===== src/shmm_pkg.sv =====
package shmm_pkg;

   // default number of cells the store is built for
   localparam int MAX_CELLS_DEF = 256;

   // field widths
   localparam int REQ_TYPE_W   = 2;
   localparam int SHIFT_W      = 10;
   localparam int INDEX_W      = 8;
   localparam int HEIGHT_IN_W  = 16;
   localparam int HEIGHT_W     = 15;
   localparam int CELL_W       = 16;
   localparam int CELLS_USED_W = 9;

   // register port
   localparam int CSR_ADDR_W = 3;
   localparam int CSR_DATA_W = 32;
   localparam logic [CSR_ADDR_W-3:0] REG_CELLS_USED = '0;

   // depth of the queue between front and back
   localparam int OPQ_DEPTH = 2;

   // height value that marks "none"
   localparam logic [HEIGHT_IN_W-1:0] NONE_HEIGHT = '1;

   // request codes
   typedef enum logic [REQ_TYPE_W-1:0] {
      REQ_CLEAR = 2'd0,
      REQ_SHIFT = 2'd1,
      REQ_WRITE = 2'd2,
      REQ_QUERY = 2'd3
   } req_kind_type;

   // operations handed from front to back
   typedef enum logic [1:0] {
      OP_NONE  = 2'd0,
      OP_CLEAR = 2'd1,
      OP_WRITE = 2'd2,
      OP_QUERY = 2'd3
   } op_kind_type;

endpackage


===== src/shmm_ram.sv =====
module shmm_ram #(
   parameter int WIDTH = shmm_pkg::CELL_W,
   parameter int DEPTH = shmm_pkg::MAX_CELLS_DEF,
   localparam int ADDR_W = $clog2(DEPTH)
) (
   input  logic              clock,
   input  logic              wr_en,
   input  logic [ADDR_W-1:0] wr_addr,
   input  logic [WIDTH-1:0]  wr_data,
   input  logic              rd_en,
   input  logic [ADDR_W-1:0] rd_addr,
   output logic [WIDTH-1:0]  rd_data
);

   logic [WIDTH-1:0] mem_ff [DEPTH];
   logic [WIDTH-1:0] rd_data_ff;

   // write one word, read one word into the output register
   always_ff @(posedge clock) begin
      if (wr_en) begin
         mem_ff[wr_addr] <= wr_data;
      end
      if (rd_en) begin
         rd_data_ff <= mem_ff[rd_addr];
      end
   end

   assign rd_data = rd_data_ff;

endmodule


===== src/shmm_front.sv =====
module shmm_front #(
   parameter int MAX_CELLS = shmm_pkg::MAX_CELLS_DEF,
   localparam int IDX_W = $clog2(MAX_CELLS),
   localparam int CNT_W = $clog2(MAX_CELLS + 1),
   localparam int OP_W  = 3 + IDX_W + CNT_W + shmm_pkg::HEIGHT_W
) (
   input  logic                                  clock,
   input  logic                                  reset,
   // request channel
   input  logic                                  push,
   output logic                                  full,
   input  logic [shmm_pkg::REQ_TYPE_W-1:0]       req_type,
   input  logic signed [shmm_pkg::SHIFT_W-1:0]   req_shift_amount,
   input  logic [shmm_pkg::INDEX_W-1:0]          req_cell_index,
   input  logic signed [shmm_pkg::HEIGHT_IN_W-1:0] req_height,
   input  logic [shmm_pkg::INDEX_W-1:0]          req_first_cell,
   input  logic [shmm_pkg::INDEX_W-1:0]          req_last_cell,
   // register port
   input  logic                                  psel,
   input  logic                                  penable,
   input  logic                                  pwrite,
   input  logic [shmm_pkg::CSR_ADDR_W-1:0]       paddr,
   input  logic [shmm_pkg::CSR_DATA_W-1:0]       pwdata,
   output logic [shmm_pkg::CSR_DATA_W-1:0]       prdata,
   output logic                                  pready,
   // toward the back
   input  logic                                  q_full,
   input  logic                                  back_busy,
   output logic                                  q_push,
   output logic [OP_W-1:0]                       q_data,
   output logic                                  cfg_clear,
   output logic [CNT_W-1:0]                      cells_used
);

   localparam int CW = CNT_W + shmm_pkg::SHIFT_W;

   logic [CNT_W-1:0] cells_used_ff, cells_used_in;
   logic [IDX_W-1:0] ring_start_ff, ring_start_in;

   logic                        csr_wr, csr_hit;
   logic [CW-1:0]               csr_val;
   logic [CW-1:0]               n_ext, start_ext, mag_ext;
   logic [CW-1:0]               pos_sum, neg_sum, idx_sum, first_sum;
   logic [CW-1:0]               idx_ext, first_ext, last_ext;
   logic [shmm_pkg::SHIFT_W-1:0] sa, mag_raw;
   logic                        neg;

   shmm_pkg::op_kind_type       op_kind;
   logic                        op_status;
   logic [IDX_W-1:0]            op_base;
   logic [CNT_W-1:0]            op_count;
   logic [shmm_pkg::HEIGHT_W-1:0] op_height;
   logic [IDX_W-1:0]            ring_next;

   // register port decode
   assign pready  = 1'b1;
   assign csr_wr  = psel & penable & pwrite & pready;
   assign csr_hit = (paddr[shmm_pkg::CSR_ADDR_W-1:2] == shmm_pkg::REG_CELLS_USED);
   assign cfg_clear = csr_wr & csr_hit;
   assign prdata  = csr_hit ? shmm_pkg::CSR_DATA_W'(cells_used_ff) : '0;
   assign cells_used = cells_used_ff;

   // clamp written cell count to one..MAX_CELLS
   always_comb begin
      csr_val = CW'(pwdata[shmm_pkg::CELLS_USED_W-1:0]);
      if (csr_val == '0) begin
         csr_val = CW'(1);
      end else if (csr_val > CW'(MAX_CELLS)) begin
         csr_val = CW'(MAX_CELLS);
      end
   end

   // shift magnitude, clamped to the cells in use
   always_comb begin
      n_ext     = CW'(cells_used_ff);
      start_ext = CW'(ring_start_ff);
      sa        = req_shift_amount;
      neg       = sa[shmm_pkg::SHIFT_W-1];
      mag_raw   = neg ? (~sa + shmm_pkg::SHIFT_W'(1)) : sa;
      mag_ext   = CW'(mag_raw);
      if (mag_ext > n_ext) begin
         mag_ext = n_ext;
      end
   end

   // ring positions, each wrapped once at the cell count
   always_comb begin
      idx_ext   = CW'(req_cell_index);
      first_ext = CW'(req_first_cell);
      last_ext  = CW'(req_last_cell);
      pos_sum   = start_ext + mag_ext;
      if (pos_sum >= n_ext) pos_sum = pos_sum - n_ext;
      neg_sum   = start_ext + n_ext - mag_ext;
      if (neg_sum >= n_ext) neg_sum = neg_sum - n_ext;
      idx_sum   = start_ext + idx_ext;
      if (idx_sum >= n_ext) idx_sum = idx_sum - n_ext;
      first_sum = start_ext + first_ext;
      if (first_sum >= n_ext) first_sum = first_sum - n_ext;
   end

   // classify the request into one back operation
   always_comb begin
      op_kind   = shmm_pkg::OP_NONE;
      op_status = 1'b0;
      op_base   = '0;
      op_count  = '0;
      op_height = req_height[shmm_pkg::HEIGHT_W-1:0];
      ring_next = ring_start_ff;
      case (shmm_pkg::req_kind_type'(req_type))
         shmm_pkg::REQ_CLEAR: begin
            op_kind  = shmm_pkg::OP_CLEAR;
            op_count = cells_used_ff;
         end
         shmm_pkg::REQ_SHIFT: begin
            if (mag_ext != '0) begin
               op_kind  = shmm_pkg::OP_CLEAR;
               op_count = mag_ext[CNT_W-1:0];
               if (neg) begin
                  op_base   = neg_sum[IDX_W-1:0];
                  ring_next = neg_sum[IDX_W-1:0];
               end else begin
                  op_base   = ring_start_ff;
                  ring_next = pos_sum[IDX_W-1:0];
               end
            end
         end
         shmm_pkg::REQ_WRITE: begin
            if (idx_ext >= n_ext) begin
               op_status = 1'b1;
            end else if (!req_height[shmm_pkg::HEIGHT_IN_W-1]) begin
               op_kind  = shmm_pkg::OP_WRITE;
               op_base  = idx_sum[IDX_W-1:0];
               op_count = CNT_W'(1);
            end
         end
         shmm_pkg::REQ_QUERY: begin
            if (first_ext > last_ext || last_ext >= n_ext) begin
               op_status = 1'b1;
            end else begin
               op_kind  = shmm_pkg::OP_QUERY;
               op_base  = first_sum[IDX_W-1:0];
               op_count = CNT_W'(last_ext - first_ext + CW'(1));
            end
         end
         default: begin
            op_kind = shmm_pkg::OP_NONE;
         end
      endcase
   end

   // accept while the queue has room and no clearing pass runs
   assign full   = q_full | back_busy;
   assign q_push = push & ~full;
   assign q_data = {op_kind, op_status, op_base, op_count, op_height};

   // next register values
   always_comb begin
      cells_used_in = cells_used_ff;
      ring_start_in = ring_start_ff;
      if (cfg_clear) begin
         cells_used_in = csr_val[CNT_W-1:0];
         ring_start_in = '0;
      end else if (q_push) begin
         ring_start_in = ring_next;
      end
   end

   always_ff @(posedge clock) begin
      if (reset) begin
         cells_used_ff <= CNT_W'(MAX_CELLS);
         ring_start_ff <= '0;
      end else begin
         cells_used_ff <= cells_used_in;
         ring_start_ff <= ring_start_in;
      end
   end

endmodule


===== src/shmm_opq.sv =====
module shmm_opq #(
   parameter int WIDTH = 1,
   parameter int DEPTH = shmm_pkg::OPQ_DEPTH,
   localparam int PTR_W = $clog2(DEPTH),
   localparam int CNT_W = $clog2(DEPTH + 1)
) (
   input  logic             clock,
   input  logic             reset,
   input  logic             push,
   input  logic [WIDTH-1:0] push_data,
   output logic             full,
   input  logic             pop,
   output logic [WIDTH-1:0] pop_data,
   output logic             empty
);

   logic [WIDTH-1:0] entry_ff [DEPTH];
   logic [PTR_W-1:0] wr_ptr_ff, wr_ptr_in;
   logic [PTR_W-1:0] rd_ptr_ff, rd_ptr_in;
   logic [CNT_W-1:0] count_ff, count_in;
   logic             do_push, do_pop;

   assign full     = (count_ff == CNT_W'(DEPTH));
   assign empty    = (count_ff == '0);
   assign pop_data = entry_ff[rd_ptr_ff];
   assign do_push  = push & ~full;
   assign do_pop   = pop & ~empty;

   // advance pointers and count
   always_comb begin
      wr_ptr_in = wr_ptr_ff;
      rd_ptr_in = rd_ptr_ff;
      count_in  = count_ff;
      if (do_push) begin
         wr_ptr_in = (wr_ptr_ff == PTR_W'(DEPTH - 1)) ? '0 : wr_ptr_ff + PTR_W'(1);
      end
      if (do_pop) begin
         rd_ptr_in = (rd_ptr_ff == PTR_W'(DEPTH - 1)) ? '0 : rd_ptr_ff + PTR_W'(1);
      end
      if (do_push && !do_pop) begin
         count_in = count_ff + CNT_W'(1);
      end else if (do_pop && !do_push) begin
         count_in = count_ff - CNT_W'(1);
      end
   end

   always_ff @(posedge clock) begin
      if (reset) begin
         wr_ptr_ff <= '0;
         rd_ptr_ff <= '0;
         count_ff  <= '0;
      end else begin
         wr_ptr_ff <= wr_ptr_in;
         rd_ptr_ff <= rd_ptr_in;
         count_ff  <= count_in;
      end
      if (do_push) begin
         entry_ff[wr_ptr_ff] <= push_data;
      end
   end

endmodule


===== src/shmm_back.sv =====
module shmm_back #(
   parameter int MAX_CELLS = shmm_pkg::MAX_CELLS_DEF,
   localparam int IDX_W = $clog2(MAX_CELLS),
   localparam int CNT_W = $clog2(MAX_CELLS + 1),
   localparam int OP_W  = 3 + IDX_W + CNT_W + shmm_pkg::HEIGHT_W
) (
   input  logic                                     clock,
   input  logic                                     reset,
   input  logic                                     cfg_clear,
   input  logic [CNT_W-1:0]                         cells_used,
   input  logic                                     q_empty,
   input  logic [OP_W-1:0]                          q_data,
   output logic                                     q_pop,
   output logic                                     busy,
   // result channel
   output logic                                     empty,
   input  logic                                     pop,
   output logic signed [shmm_pkg::HEIGHT_IN_W-1:0]  rsp_min_height,
   output logic signed [shmm_pkg::HEIGHT_IN_W-1:0]  rsp_max_height,
   output logic                                     rsp_status
);

   localparam int H = shmm_pkg::HEIGHT_W;
   localparam int CNT_LO  = H;
   localparam int BASE_LO = CNT_LO + CNT_W;
   localparam int ST_BIT  = BASE_LO + IDX_W;
   localparam int KIND_LO = ST_BIT + 1;

   typedef enum logic [1:0] {
      ST_SCRUB,
      ST_IDLE,
      ST_RUN
   } state_type;

   state_type                 state_ff, state_in;
   logic [IDX_W-1:0]          addr_ff, addr_in;
   logic [CNT_W-1:0]          left_ff, left_in;
   logic                      rd_valid_ff, rd_valid_in;
   logic                      out_valid_ff, out_valid_in;
   shmm_pkg::op_kind_type     kind_ff, kind_in;
   logic                      status_ff, status_in;
   logic [H-1:0]              height_ff, height_in;
   logic                      found_ff, found_in;
   logic [H-1:0]              lo_ff, lo_in, hi_ff, hi_in;
   logic [shmm_pkg::HEIGHT_IN_W-1:0] out_min_ff, out_min_in;
   logic [shmm_pkg::HEIGHT_IN_W-1:0] out_max_ff, out_max_in;
   logic                      out_status_ff, out_status_in;

   logic                      wr_en, rd_en, out_free;
   logic [shmm_pkg::CELL_W-1:0] wr_data, rd_data;
   logic [CNT_W-1:0]          addr_p1;
   logic [IDX_W-1:0]          addr_nx;
   logic [H-1:0]              rd_h;

   shmm_ram #(
      .WIDTH(shmm_pkg::CELL_W),
      .DEPTH(MAX_CELLS)
   ) u_cells (
      .clock  (clock),
      .wr_en  (wr_en),
      .wr_addr(addr_ff),
      .wr_data(wr_data),
      .rd_en  (rd_en),
      .rd_addr(addr_ff),
      .rd_data(rd_data)
   );

   assign busy     = (state_ff == ST_SCRUB);
   assign empty    = ~out_valid_ff;
   assign out_free = ~out_valid_ff | pop;
   assign rsp_min_height = out_min_ff;
   assign rsp_max_height = out_max_ff;
   assign rsp_status     = out_status_ff;

   // walk the ring, wrapping at the cell count
   assign addr_p1 = CNT_W'(addr_ff) + CNT_W'(1);
   assign addr_nx = (addr_p1 >= cells_used) ? '0 : addr_p1[IDX_W-1:0];
   assign rd_h    = rd_data[H-1:0];

   always_comb begin
      state_in      = state_ff;
      addr_in       = addr_ff;
      left_in       = left_ff;
      rd_valid_in   = 1'b0;
      out_valid_in  = out_valid_ff;
      kind_in       = kind_ff;
      status_in     = status_ff;
      height_in     = height_ff;
      found_in      = found_ff;
      lo_in         = lo_ff;
      hi_in         = hi_ff;
      out_min_in    = out_min_ff;
      out_max_in    = out_max_ff;
      out_status_in = out_status_ff;
      wr_en         = 1'b0;
      rd_en         = 1'b0;
      wr_data       = '0;
      q_pop         = 1'b0;

      // drop the result once it is transferred
      if (pop && out_valid_ff) begin
         out_valid_in = 1'b0;
      end

      // fold in the cell read last cycle
      if (rd_valid_ff && rd_data[shmm_pkg::CELL_W-1]) begin
         found_in = 1'b1;
         if (!found_ff || rd_h < lo_ff) lo_in = rd_h;
         if (!found_ff || rd_h > hi_ff) hi_in = rd_h;
      end

      case (state_ff)
         ST_SCRUB: begin
            if (left_ff != '0) begin
               wr_en   = 1'b1;
               addr_in = addr_nx;
               left_in = left_ff - CNT_W'(1);
            end else begin
               state_in = ST_IDLE;
            end
         end
         ST_IDLE: begin
            if (!q_empty) begin
               q_pop     = 1'b1;
               kind_in   = shmm_pkg::op_kind_type'(q_data[KIND_LO +: 2]);
               status_in = q_data[ST_BIT];
               addr_in   = q_data[BASE_LO +: IDX_W];
               left_in   = q_data[CNT_LO +: CNT_W];
               height_in = q_data[0 +: H];
               found_in  = 1'b0;
               state_in  = ST_RUN;
            end
         end
         ST_RUN: begin
            if (left_ff != '0) begin
               if (kind_ff == shmm_pkg::OP_QUERY) begin
                  rd_en       = 1'b1;
                  rd_valid_in = 1'b1;
               end else begin
                  wr_en   = 1'b1;
                  wr_data = (kind_ff == shmm_pkg::OP_WRITE) ? {1'b1, height_ff} : '0;
               end
               addr_in = addr_nx;
               left_in = left_ff - CNT_W'(1);
            end else if (!rd_valid_ff && out_free) begin
               // hand the result to the output register
               out_valid_in  = 1'b1;
               out_status_in = status_ff;
               if (kind_ff == shmm_pkg::OP_QUERY && found_ff) begin
                  out_min_in = {1'b0, lo_ff};
                  out_max_in = {1'b0, hi_ff};
               end else begin
                  out_min_in = shmm_pkg::NONE_HEIGHT;
                  out_max_in = shmm_pkg::NONE_HEIGHT;
               end
               state_in = ST_IDLE;
            end
         end
         default: begin
            state_in = ST_IDLE;
         end
      endcase

      // a new cell count restarts the clearing pass
      if (cfg_clear) begin
         state_in = ST_SCRUB;
         addr_in  = '0;
         left_in  = CNT_W'(MAX_CELLS);
      end
   end

   always_ff @(posedge clock) begin
      if (reset) begin
         state_ff     <= ST_SCRUB;
         addr_ff      <= '0;
         left_ff      <= CNT_W'(MAX_CELLS);
         rd_valid_ff  <= 1'b0;
         out_valid_ff <= 1'b0;
      end else begin
         state_ff     <= state_in;
         addr_ff      <= addr_in;
         left_ff      <= left_in;
         rd_valid_ff  <= rd_valid_in;
         out_valid_ff <= out_valid_in;
      end
      kind_ff       <= kind_in;
      status_ff     <= status_in;
      height_ff     <= height_in;
      found_ff      <= found_in;
      lo_ff         <= lo_in;
      hi_ff         <= hi_in;
      out_min_ff    <= out_min_in;
      out_max_ff    <= out_max_in;
      out_status_ff <= out_status_in;
   end

   // a read result only follows a cycle spent walking an operation
   a_read_from_run: assert property (@(posedge clock) disable iff (reset)
      rd_valid_ff |-> $past(state_ff == ST_RUN))
      else $error("cell read data without a running operation");

   // the walk never leaves the cells in use
   a_addr_in_range: assert property (@(posedge clock) disable iff (reset)
      (state_ff == ST_RUN && left_ff != '0) |-> (CNT_W'(addr_ff) < cells_used))
      else $error("cell address beyond cell count");

   // the clearing pass produces no result
   a_scrub_silent: assert property (@(posedge clock) disable iff (reset)
      (state_ff == ST_SCRUB && !out_valid_ff) |=> !out_valid_ff)
      else $error("result produced during clearing pass");

endmodule


===== src/shifting_height_map_range_min_max.sv =====
// Shifting height map with range min/max. A row of cells (the count in use set
// by register 0, up to MAX_CELLS), each a known 15-bit height (7 fraction
// bits) or unknown, kept as a ring in one single-port cell memory. Requests
// are clear, shift, write and range query; each gives one result (min, max,
// status) on the result queue. A front stage checks and classifies requests
// and tracks the ring start; a two-entry queue feeds a back stage that walks
// the memory one cell per cycle. After reset and after each cell count write a
// clearing pass runs, during which full stays high; register writes are still
// taken.
module shifting_height_map_range_min_max #(
   parameter int MAX_CELLS = shmm_pkg::MAX_CELLS_DEF
) (
   input  logic                                    clock,
   input  logic                                    reset,
   // request queue side
   input  logic                                    push,
   output logic                                    full,
   input  logic [shmm_pkg::REQ_TYPE_W-1:0]         req_type,
   input  logic signed [shmm_pkg::SHIFT_W-1:0]     req_shift_amount,
   input  logic [shmm_pkg::INDEX_W-1:0]            req_cell_index,
   input  logic signed [shmm_pkg::HEIGHT_IN_W-1:0] req_height,
   input  logic [shmm_pkg::INDEX_W-1:0]            req_first_cell,
   input  logic [shmm_pkg::INDEX_W-1:0]            req_last_cell,
   // result queue side
   output logic                                    empty,
   input  logic                                    pop,
   output logic signed [shmm_pkg::HEIGHT_IN_W-1:0] rsp_min_height,
   output logic signed [shmm_pkg::HEIGHT_IN_W-1:0] rsp_max_height,
   output logic                                    rsp_status,
   // register port
   input  logic                                    psel,
   input  logic                                    penable,
   input  logic                                    pwrite,
   input  logic [shmm_pkg::CSR_ADDR_W-1:0]         paddr,
   input  logic [shmm_pkg::CSR_DATA_W-1:0]         pwdata,
   output logic [shmm_pkg::CSR_DATA_W-1:0]         prdata,
   output logic                                    pready
);

   localparam int IDX_W = $clog2(MAX_CELLS);
   localparam int CNT_W = $clog2(MAX_CELLS + 1);
   localparam int OP_W  = 3 + IDX_W + CNT_W + shmm_pkg::HEIGHT_W;

   logic             q_full, q_empty, q_push, q_pop;
   logic [OP_W-1:0]  q_wdata, q_rdata;
   logic             back_busy, cfg_clear;
   logic [CNT_W-1:0] cells_used;

   // check and classify requests
   shmm_front #(.MAX_CELLS(MAX_CELLS)) u_front (
      .clock           (clock),
      .reset           (reset),
      .push            (push),
      .full            (full),
      .req_type        (req_type),
      .req_shift_amount(req_shift_amount),
      .req_cell_index  (req_cell_index),
      .req_height      (req_height),
      .req_first_cell  (req_first_cell),
      .req_last_cell   (req_last_cell),
      .psel            (psel),
      .penable         (penable),
      .pwrite          (pwrite),
      .paddr           (paddr),
      .pwdata          (pwdata),
      .prdata          (prdata),
      .pready          (pready),
      .q_full          (q_full),
      .back_busy       (back_busy),
      .q_push          (q_push),
      .q_data          (q_wdata),
      .cfg_clear       (cfg_clear),
      .cells_used      (cells_used)
   );

   // hold classified operations between the stages
   shmm_opq #(
      .WIDTH(OP_W),
      .DEPTH(shmm_pkg::OPQ_DEPTH)
   ) u_opq (
      .clock    (clock),
      .reset    (reset),
      .push     (q_push),
      .push_data(q_wdata),
      .full     (q_full),
      .pop      (q_pop),
      .pop_data (q_rdata),
      .empty    (q_empty)
   );

   // walk the cell memory and build results
   shmm_back #(.MAX_CELLS(MAX_CELLS)) u_back (
      .clock         (clock),
      .reset         (reset),
      .cfg_clear     (cfg_clear),
      .cells_used    (cells_used),
      .q_empty       (q_empty),
      .q_data        (q_rdata),
      .q_pop         (q_pop),
      .busy          (back_busy),
      .empty         (empty),
      .pop           (pop),
      .rsp_min_height(rsp_min_height),
      .rsp_max_height(rsp_max_height),
      .rsp_status    (rsp_status)
   );

endmodule


===== config.mk =====
export PLATFORM = sky130hd
export DESIGN_NAME = shifting_height_map_range_min_max
export DESIGN_NICKNAME = d
export VERILOG_FILES = /design/src/shmm_pkg.sv /design/src/shmm_ram.sv /design/src/shmm_front.sv /design/src/shmm_opq.sv /design/src/shmm_back.sv /design/src/shifting_height_map_range_min_max.sv
export SDC_FILE = /design/constraint.sdc
export NUM_CORES = 2
export LEC_CHECK = 0
export ABC_AREA = 0
export BUFFER_PORTS_ARGS = -buffer_cell sky130_fd_sc_hd__buf_4
export CAP_MARGIN = 40
export CORE_MARGIN = 3
export CORE_UTILIZATION = 57
export CTS_CLUSTER_SIZE = 20
export DETAILED_ROUTE_END_ITERATION = 10
export MAX_ROUTING_LAYER = met4
export PLACE_DENSITY = 0.73
export SLEW_MARGIN = 5
export SYNTH_ARGS = -nofsm -noshare
export SYNTH_HDL_FRONTEND = slang
export SYNTH_MEMORY_MAX_BITS = 65536
export SYNTH_SLANG_ARGS = --single-unit

===== constraint.sdc =====
create_clock -name clock -period 15.9 [get_ports clock]
set_clock_uncertainty 0.05 [all_clocks]
set_input_delay 3.18 -clock clock [delete_from_list [all_inputs] [get_ports clock]]
set_output_delay 3.18 -clock clock [all_outputs]
set_load 0.05 [all_outputs]

==> impl_metrics.py <==
metrics = {
    "drt": {
        "first_iter_violations": 12820,
        "vias_per_cell": 6.751,
        "drt-total-wl_um": 443000,
        "drtAntennaViolNets": 0,
        "wire_per_inst_um": 35.17,
        "first_pass_iters": 7,
        "vias": 85050,
        "drc": 0,
    },
    "sta": {
        "period_minus_slack_ps": 9824,
        "finalHoldViolations": 0,
        "slew_viol_final": 0,
        "finalCritPeriodShare_pct": 61.79,
        "finalSetupViolCount": 0,
        "finalSetupTns_ps": 0,
        "relSlewSlack_pct": 29.70,
        "fin_ws_ps": 6076,
        "clock.fmax_mhz": 101.8,
        "rsz0062_at_grt": "no",
        "tightestPinTransition_ps": 1055,
    },
    "critical_path": {
        "timing.rr.end": "u_opq.entry_ff[1][31]$_DFFE_PP_",
        "crit_arrival_ps": 10450,
        "reg2reg_from": "u_front.cells_used[1]$_SDFFE_PP0P_",
        "worstSetupEndpointType": "register",
        "crit_fanout": 16,
        "worstSetupPathType": "in2reg",
        "r2r_cells": 25,
        "crit_required_ps": 16530,
        "cp-start-kind": "input pin",
        "rrSetupSlack_ps": 8750,
    },
    "clock_tree": {
        "cts-root-buf": "clkbuf_16",
        "cts_tree": "built",
        "numClockSinks": 4306,
        "cts.clk_slew.worst_paths_ps": 60,
        "ctsHtreeMaxLevel": 5,
        "cts_buffers": 419,
        "clkLatencyLatePin_ps": 1000,
        "cts_hold_buf": 0,
        "cts_resized": 0,
        "post_cts_buffers": 0,
        "cts_buffer_depth": 4,
    },
    "hold_path": {
        "hold_class": "reg2reg",
        "holdPathEnd": "u_back.rsp_status$_DFFE_PP_",
        "min_path_cells": 0,
        "min_from": "u_back.status_ff$_DFFE_PP_",
    },
    "logic_synthesis": {
        "synth-simple-area-share_pct": 2.147,
        "yosysSeqAreaShare_pct": 75.57,
        "synthArstFlopShare_pct": 0,
        "synth_fa_ha_area_share_pct": 1.406,
        "synth_area_mm2": 0.1705,
        "synth_seq_cells": 4306,
        "synth_compound_area_share_pct": 1.740,
        "ys.flop_type": "edfxtp_1",
        "synth-edff-count": 4262,
        "synth-xor-area-share_pct": 0.3185,
        "synth_top_family_by_area": "multiplexers",
        "synth_warnings": 0,
        "netlist_instances": 7694,
        "synthDistinctLibCells": 80,
        "synth.avg_cell_area_um2": 22.16,
        "muxShareOfSynthArea_pct": 17.47,
    },
    "grt": {
        "antenna_found_initial": 21,
        "grt_pass1_wl_um": 631400,
        "grt_max_degree": 193,
        "grt_pass1_vias": 85590,
        "grt_usage_pct": 29.82,
        "grt-ovfl-total": 0,
    },
    "layout": {
        "layout-drive-gt1-share_pct": 31.62,
        "syn_to_final_growth_pct": 13.59,
        "fin_nets": 8572,
    },
    "die": {
        "fp.dieW_um": 552.9,
        "die_area_mm2": 0.3057,
        "core-area_mm2": 0.2973,
        "rows": 200,
        "die_h_um": 552.9,
        "ios": 162,
        "start_util_pct": 57.36,
    },
    "placed_design": {
        "numPortBuffers": 112,
        "post-place-ws_ps": 5144,
        "dpl.hpwl_um": 260700,
        "gp_congestion": 0.9391,
    },
    "run_status": {
        "outcome": "completed",
    },
    "power_and_ir_drop": {
        "p_seq_share_pct": 45.2,
        "pwr-share-comb_pct": 19.8,
        "internal_power_mw": 20.25,
        "power_density_mw_per_mm2": 143.8,
        "p_switching_mw": 7.596,
        "peakVddDrop_mv": 0.1279,
        "p_sw_share_pct": 27.28,
        "clkPwrFrac_pct": 35.0,
        "leakagePower_nw": 56.90,
    },
    "job": {
        "drv_cap": 0,
    },
}
-- sequential cells by signal (all words and copies together), names as in the netlist, 2 cells and up, named ones only --
register                cells
u_back.addr_ff              8
u_back.height_ff           15
u_back.hi_ff               15
u_back.kind_ff              2
u_back.left_ff              9
u_back.lo_ff               15
u_back.rsp_max_height      16
u_back.rsp_min_height      15
u_back.state_ff             2
u_back.u_cells.mem_ff    4096
u_back.u_cells.rd_data     16
u_front.cells_used          9
u_front.ring_start_ff       8
u_opq.count_ff              2
u_opq.entry_ff             70
-- worst max-delay path by stage --
stage	depth (start not counted)	startpoint	to	slack, ps
2_1_floorplan	9	u_back.left_ff[0]$_SDFFE_PP0P_	u_back.u_cells.mem_ff[0][10]$_DFFE_PP_	5750
3_3_place_gp	26	req_shift_amount[6]	u_opq.entry_ff[0][31]$_DFFE_PP_	4880
3_5_place_dp	27	req_shift_amount[6]	u_opq.entry_ff[1][31]$_DFFE_PP_	5140
4_1_cts	27	req_shift_amount[6]	u_opq.entry_ff[1][31]$_DFFE_PP_	6090
5_1_grt	29	req_shift_amount[0]	u_opq.entry_ff[0][31]$_DFFE_PP_	5560
6_report	27	req_shift_amount[6]	u_opq.entry_ff[1][31]$_DFFE_PP_	6080
-- power groups by stage --
stage          logic, mW  clock network (mW)  registers (mW)
2_1_floorplan       3.60                   0            12.7
3_3_place_gp        5.25                   0            12.8
3_5_place_dp        5.40                   0            12.8
4_1_cts             5.44                9.83            12.6
5_1_grt             5.73                10.3            12.6
6_report            5.51                9.75            12.6
-- critical path, stage by stage --
cell and delay (ps):
buf_4 120, or4_1 520, or3_1 360, a21oi_1 210, inv_1 70, ha_1 190, nor4_1 360, o221a_2 270
o21ai_2 210, o21ai_0 720, fa_1 590, fa_1 440, a211oi_1 220, nor2_1 110, o31a_1 290, a21oi_1 230
ha_1 340, nand3_1 110, o21bai_1 60, nor3_1 180, o211ai_1 160, nor4_2 270, buf_4 230, nor2_1 60
a211oi_1 460, o311ai_0 260, buf_2 210
-- cells in the mapped netlist, drive strengths merged (32+ instances only) --
master / count / area share (%)
inv: 119 / 0.26
a22oi: 53 / 0.23
buf: 193 / 0.59
nand3: 83 / 0.24
nand2b: 45 / 0.17
a21oi: 96 / 0.28
mux4: 1274 / 17
clkbuf: 218 / 0.48
a21o: 32 / 0.14
mux2: 50 / 0.34
nor2: 383 / 0.84
edfxtp: 4262 / 75
o21ai: 60 / 0.18
xnor2: 43 / 0.22
nor3: 39 / 0.12
dfxtp: 44 / 0.52
mux2i: 52 / 0.31
nand2: 131 / 0.29
ha: 166 / 1.2
-- metal layers --
metal	up-vias	GRT usage, %	share of wire (%)
met4	0	11.07	4.2
met2	5690	45.16	48
li1	33650	-	-
met1	44800	39.68	36
met5	-	-	0
met3	910	7.689	12
-- metrics by stage --
step / cells / utilization [%] / total power, mW / area (um2) / hold WS, ps
after floorplan: 7717 / - / 16.34 / 170600 / 350.3
after global placement: 11680 / 59.78 / 18.09 / 177700 / 364.3
after detailed placement: 11790 / 60.46 / 18.22 / 179800 / 371.2
after CTS: 12560 / 64.99 / 27.86 / 193200 / 384.7
after global routing: 12590 / 65.15 / 28.60 / 193700 / 399.5
final: 12600 / 65.15 / 27.85 / 193700 / 383.6
-- layout by cell type (no fill, tap or decap), types with 52 or more instances in the layout --
cell type / instances
clkbuf_16: 422
nand2_1: 131
clkinv_1: 108
mux2i_1: 52
edfxtp_1: 4262
nor2_2: 204
nor2_1: 176
buf_8: 75
inv_1: 117
mux4_2: 1274
buf_4: 426
a22oi_1: 53
nand3_1: 79
a21oi_1: 96
clkbuf_1: 77
ha_1: 166
o21ai_0: 57
clkinv_2: 71
-- cell families (layout without fill, tap and decap cells) --
logic type / Yosys count / count (layout)
and+or+nand+nor: 807 / 807
other: 2 / 44
muxes: 1376 / 1376
xor gates and xnor gates: 62 / 62
adders and majority gates: 182 / 182
AOI/OAI and AO/OA: 428 / 428
buffers and inverters: 531 / 1453
DFF: 4306 / 4306
-- final cells by class --
| type | instances | area (um2) |
|---|---|---|
| sequential | 4306 | 128900 |
| clock buffer | 505 | 10930 |
| tap | 3939 | 4928 |
| antenna | 19 | 47.55 |
| clock inverter | 259 | 2517 |
| inverter | 120 | 450.4 |
| timing repair buffer | 569 | 5856 |
| fill | 18430 | 103600 |
| multi-input combinational | 2880 | 40080 |
Power figures use the tool's default switching activity.
